[config.mk]
export PLATFORM = sky130hd
export DESIGN_NAME = trial_division_prime_test_core
export DESIGN_NICKNAME = d
export VERILOG_FILES = /design/src/hw/rtl/tdpt_pkg.sv /design/src/hw/rtl/tdpt_div.sv /design/src/hw/rtl/trial_division_prime_test_core.sv
export SDC_FILE = /design/constraint.sdc
export NUM_CORES = 1
export LEC_CHECK = 0
export ABC_AREA = 1
export BUFFER_PORTS_ARGS = -buffer_cell sky130_fd_sc_hd__buf_4
export CAP_MARGIN = 20
export CORE_MARGIN = 4
export CORE_UTILIZATION = 60
export CTS_CLUSTER_SIZE = 30
export DETAILED_ROUTE_END_ITERATION = 7
export PLACE_DENSITY_LB_ADDON = 0.05
export SLEW_MARGIN = 15
export SYNTH_ARGS = -nofsm -noshare
export SYNTH_HDL_FRONTEND = slang
export SYNTH_HIERARCHICAL = 1
export SYNTH_SLANG_ARGS = --single-unit
[constraint.sdc]
create_clock -name clk -period 4.4 [get_ports clk]
set_input_delay 0.22 -clock clk [delete_from_list [all_inputs] [get_ports clk]]
set_output_delay 0.22 -clock clk [all_outputs]
set_load 0.01 [all_outputs]
[src/hw/rtl/tdpt_pkg.sv]
// Shared control and status types for the trial-division prime tester.
package tdpt_pkg;

  // Command from the sequencer to the serial divider.
  typedef struct packed {
    logic start;
  } div_ctrl_t;

  // Status from the serial divider back to the sequencer.
  typedef struct packed {
    logic busy;
    logic done;
    logic rem_zero;
  } div_stat_t;

  // Smallest candidate divisor.
  localparam int unsigned FIRST_DIVISOR = 2;

endpackage

[src/hw/rtl/tdpt_div.sv]
// Bit-serial restoring divider: one quotient bit per cycle.
module tdpt_div #(
  parameter int VALUE_WIDTH = 32,
  parameter int DIV_WIDTH   = 17
) (
  input  logic                     clk,
  input  logic                     rst,
  input  tdpt_pkg::div_ctrl_t      ctrl,
  input  logic [VALUE_WIDTH-1:0]   dividend,
  input  logic [DIV_WIDTH-1:0]     divisor,
  output logic [VALUE_WIDTH-1:0]   quotient,
  output tdpt_pkg::div_stat_t      stat
);

  localparam int CW = $clog2(VALUE_WIDTH + 1);

  logic [VALUE_WIDTH-1:0] shreg;
  logic [DIV_WIDTH-1:0]   rem;
  logic [DIV_WIDTH-1:0]   dvs;
  logic [CW-1:0]          cnt;
  logic                   busy;
  logic                   done;

  logic [DIV_WIDTH:0]     trial;
  logic [DIV_WIDTH:0]     diff;
  logic                   qbit;

  // One restoring step: bring down the next dividend bit and try to subtract.
  always_comb begin
    trial = {rem, shreg[VALUE_WIDTH-1]};
    diff  = trial - {1'b0, dvs};
    qbit  = (trial >= {1'b0, dvs});
  end

  // Control: bit counter, busy and done flags.
  always_ff @(posedge clk) begin
    if (rst) begin
      busy <= 1'b0;
      done <= 1'b0;
      cnt  <= '0;
    end else begin
      done <= 1'b0;
      if (ctrl.start) begin
        busy <= 1'b1;
        cnt  <= CW'(VALUE_WIDTH);
      end else if (busy) begin
        cnt <= cnt - CW'(1);
        if (cnt == CW'(1)) begin
          busy <= 1'b0;
          done <= 1'b1;
        end
      end
    end
  end

  // Datapath: the dividend shifts out as the quotient shifts in.
  always_ff @(posedge clk) begin
    if (ctrl.start) begin
      shreg <= dividend;
      rem   <= '0;
      dvs   <= divisor;
    end else if (busy) begin
      shreg <= {shreg[VALUE_WIDTH-2:0], qbit};
      rem   <= qbit ? diff[DIV_WIDTH-1:0] : trial[DIV_WIDTH-1:0];
    end
  end

  assign quotient      = shreg;
  assign stat.busy     = busy;
  assign stat.done     = done;
  assign stat.rem_zero = (rem == '0);

endmodule

[src/hw/rtl/trial_division_prime_test_core.sv]
// Top level of the trial-division prime tester: sequencer and result register.
//
// Usage: the input channel (in_valid, in_stall, value) takes one signed
// integer per transaction; the output channel (out_valid, out_stall,
// is_prime) returns one bit per transaction, 1 when the value is prime.
// Values below two, negative values included, give 0 without any division.
// Otherwise divisors d = 2, 3, ... are tried; each trial starts the bit-serial
// divider, waits for it to finish and then evaluates the remainder, and
// the quotient of the same division gives the bound d <= value / d.
// One value is worked on at a time; in_stall is high while a test runs or
// while a finished result waits for the output register.
// The output register holds its result while out_stall is high; the next
// value can be accepted as soon as the current result is in that register.
// Reset (rst, synchronous) returns the sequencer to idle and drops out_valid.
module trial_division_prime_test_core #(
  parameter int VALUE_WIDTH = 32
) (
  input  logic                   clk,
  input  logic                   rst,
  input  logic                   in_valid,
  output logic                   in_stall,
  input  logic [VALUE_WIDTH-1:0] value,
  output logic                   out_valid,
  input  logic                   out_stall,
  output logic                   is_prime
);

  localparam int DW = VALUE_WIDTH / 2 + 1;
  localparam int SW = 3;

  localparam logic [SW-1:0] S_IDLE  = 3'd0;
  localparam logic [SW-1:0] S_CHECK = 3'd1;
  localparam logic [SW-1:0] S_DIV   = 3'd2;
  localparam logic [SW-1:0] S_EVAL  = 3'd3;
  localparam logic [SW-1:0] S_DONE  = 3'd4;

  logic [SW-1:0]          state, state_next;
  logic [VALUE_WIDTH-1:0] v;
  logic [DW-1:0]          d, d_next;
  logic                   res, res_next;

  tdpt_pkg::div_ctrl_t    ctrl;
  tdpt_pkg::div_stat_t    stat;
  logic [VALUE_WIDTH-1:0] quot;

  logic                   trivial;
  logic                   past_bound;
  logic                   out_free;

  tdpt_div #(
    .VALUE_WIDTH (VALUE_WIDTH),
    .DIV_WIDTH   (DW)
  ) u_div (
    .clk      (clk),
    .rst      (rst),
    .ctrl     (ctrl),
    .dividend (v),
    .divisor  (d_next),
    .quotient (quot),
    .stat     (stat)
  );

  // Negative, zero and one are never prime.
  assign trivial    = v[VALUE_WIDTH-1] || (v < VALUE_WIDTH'(2));
  // Loop ends once d exceeds value / d.
  assign past_bound = {{(VALUE_WIDTH-DW){1'b0}}, d} > quot;
  assign out_free   = !out_valid || !out_stall;
  assign in_stall   = (state != S_IDLE);

  // Sequencer next-state logic.
  always_comb begin
    state_next = state;
    d_next     = d;
    res_next   = res;
    ctrl.start = 1'b0;
    unique case (state)
      S_IDLE: begin
        if (in_valid) begin
          state_next = S_CHECK;
        end
      end
      S_CHECK: begin
        if (trivial) begin
          res_next   = 1'b0;
          state_next = S_DONE;
        end else begin
          d_next     = DW'(tdpt_pkg::FIRST_DIVISOR);
          ctrl.start = 1'b1;
          state_next = S_DIV;
        end
      end
      S_DIV: begin
        if (stat.done) begin
          state_next = S_EVAL;
        end
      end
      S_EVAL: begin
        priority if (past_bound) begin
          res_next   = 1'b1;
          state_next = S_DONE;
        end else if (stat.rem_zero) begin
          res_next   = 1'b0;
          state_next = S_DONE;
        end else begin
          d_next     = d + DW'(1);
          ctrl.start = 1'b1;
          state_next = S_DIV;
        end
      end
      S_DONE: begin
        if (out_free) begin
          state_next = S_IDLE;
        end
      end
      default: begin
        state_next = S_IDLE;
      end
    endcase
  end

  // Sequencer registers.
  always_ff @(posedge clk) begin
    if (rst) begin
      state <= S_IDLE;
    end else begin
      state <= state_next;
    end
  end

  always_ff @(posedge clk) begin
    d   <= d_next;
    res <= res_next;
    if (state == S_IDLE && in_valid) begin
      v <= value;
    end
  end

  // Output register: loads from the sequencer, empties on a transaction.
  always_ff @(posedge clk) begin
    if (rst) begin
      out_valid <= 1'b0;
    end else if (state == S_DONE && out_free) begin
      out_valid <= 1'b1;
    end else if (!out_stall) begin
      out_valid <= 1'b0;
    end
  end

  always_ff @(posedge clk) begin
    if (state == S_DONE && out_free) begin
      is_prime <= res;
    end
  end

  // The divider only reports completion to a waiting sequencer.
  a_done_in_div: assert property (@(posedge clk) disable iff (rst)
    stat.done |-> state == S_DIV)
    else $error("divider finished outside the divide state");

  // A new division never starts on top of one in progress.
  a_start_idle: assert property (@(posedge clk) disable iff (rst)
    ctrl.start |-> !stat.busy)
    else $error("divider started while busy");

  // A fresh result appears only after the sequencer finished a test.
  a_rose_from_done: assert property (@(posedge clk) disable iff (rst)
    $rose(out_valid) |-> $past(state) == S_DONE)
    else $error("result appeared without a finished test");

  // Every evaluated divisor is at least two.
  a_div_min: assert property (@(posedge clk) disable iff (rst)
    state == S_EVAL |-> d >= DW'(tdpt_pkg::FIRST_DIVISOR))
    else $error("trial divisor below two");

endmodule
==> summary.md <==
| Metric | Value |
|---|---|
| Peak Freq | `295 MHz` |
| DP HPWL | `11,700 um` |
| RSZ-0062 raised after global routing | `false` |
| Cells resized by post-CTS repair | `0` |
| Die X-Extent | `120 um` |
| Critical path endpoint category | `register` |
| Gate Count Post-Synth | `970` |
| Total Routed Length | `16,900 um` |
| Placed cell areas | `0.00790 mm2` |
| Worst-Margin Slew | `812 ps` |
| Period utilization | `76.9%` |
| Final Non-Filler Cells | `1,225` |
| CTS tree | `yes` |
| Initial DRC count | `367` |
| Req. time, crit path | `4450 ps` |
| IO Port Bufs | `38` |
| Overall Global Routing Usage | `24.3%` |
| Routed Antenna Nets | `0` |
| 1st-pass router iterations | `5` |
| Drt drc | `0` |
| Diode count | `0` |
| Row count | `40` |
| Hold Buf Count CTS | `32` |
| Core Region | `0.0121 mm2` |
| Clk_lat worst skew | `410 ps` |
| Avg WL per Cell | `13.8 um` |
| Slew Limit Fails | `0` |
| Clock slew at reported path FFs | `60 ps` |
| Peak VDD IR | `0.000341 V` |
| Fin worst setup slack | `1010 ps` |
| R2r setup slk | `1010 ps` |
| IO Pins | `39` |
| Syn avg cell area | `7.73 um2` |
| Hold_sp | `rst` |
| Final hold vios | `0` |
| Vias/cell | `5.20` |
| Status | `finished clean` |
| Fin util | `72.9%` |
| Startpoint types | `register` |
| Class of the most critical hold timing path | `primary input to register` |
| Via count | `6,371` |
| P_leak | `0.00427 uW` |
| H-Tree Depth | `4` |
| Largest net degree at the start of global routing | `38` |
| Slew HR | `45.4%` |
| Final #Nets | `1,118` |
| CTS sink count | `129` |
| Total die area | `0.0143 mm2` |
| First-pass GRT wire length | `28,000 um` |
| Post-CTS Setup Bufs | `0` |
| Crit path kind | `register to register` |
| Cells after DPL | `1,161` |
| CP arrival | `3430 ps` |
| Initial Util | `61.9%` |
| Layout cells sized above 1 | `9.46%` |
| CP max FO | `37` |
| Pwr dens | `596 mW/mm2` |
| Reg2reg start | `d[5]$_DFF_P_` |
| Syn nets | `1,044` |
| Initial antenna violation count | `0` |
| Die height | `120 um` |
| Max Cap Viol | `0` |
| Highest-count cells in the layout ignoring fill and taps | `342 x nand2_1, 135 x inv_1, 83 x edfxtp_1` |
| Clock buffer depth | `2` |
| TritonCTS buffer count | `17` |
| GP Congestion | `0.907` |
| Worst setup path start | `d[5]$_DFF_P_` |
| Commonest non-fill, non-tap cell in the layout | `nand2_1` |
| Post-route design area | `0.00883 mm2` |
| Final setup violating endpoints | `0` |
| Pre-CTS setup slack | `1040 ps` |
| Area grow syn2layout | `17.7%` |
| Grt ovf | `0` |
| CTS Root Cell | `clkbuf_16` |
| Period minus WS final | `3390 ps` |
| Worst Skew | `8.05 ps` |
| Vias in the first global route | `6,205` |
| Total negative slack | `0 ps` |
| Yosys warning total | `6` |
| Synthesized cell area | `0.00750 mm2` |
==> where the power goes <==
part           internal [uW]  switching (uW)
sequential              1660             242
clock                    898             500
combinational            721            1240
==> layout make-up <==
class	instances	area [um2]
sequential	129	3410
fill	943	3280
inverter	137	514
clock inverter	6	36.3
clock buffer	26	574
timing repair buffer	78	666
tap	168	210
multi-input combinational	681	3410
==> sequential cells by signal (all words and copies together), names as in the netlist <==
name,flops
u_div/rem,17
v,32
u_div/done,1
u_div/quotient,32
is_prime,1
u_div/cnt,6
d,17
out_valid,1
res,1
u_div/dvs,17
state,3
u_div/busy,1
==> critical path, cell delays in order (launching register included) <==
cell,delay (ps)
dfxtp_1,450
ha_1,290
a21oi_1,180
nor2_1,60
nor2_1,80
nand2_1,70
nand2_1,50
nand2_1,60
nand2_1,70
nand2_2,80
nand2_2,400
nand3_2,200
nand2_2,400
nor2_1,100
inv_1,80
buf_4,420
==> final timing paths <==
| kind | endpoint | depth (start not counted) |
|---|---|---|
| setup reg to reg | u_div/quotient[3]$_DFFE_PP_ | 15 |
| hold / removal | state[2]$_SDFFE_PP0P_ | 2 |
| setup / recovery | u_div/quotient[3]$_DFFE_PP_ | 15 |
| hold reg to reg | is_prime$_DFFE_PP_ | 0 |
==> routing by layer <==
layer  wire, um  share of wire (%)  track usage, %  up-vias
li1           -                  -               -     3276
met1       7150                 42            28.7     2887
met5          0                  0               0        -
met4        476                2.8            11.0        0
met3        646                3.8            4.05       45
met2       8670                 51            43.4      163
==> stage by stage <==
stage          hold slack [ps]  total power (uW)
5_1_grt                   16.4              5670
3_5_place_dp               399              3820
6_report                  20.5              5260
2_1_floorplan              289              3360
4_1_cts                   5.02              5250
3_3_place_gp               398              3770
(Power assumes the default switching activity.)
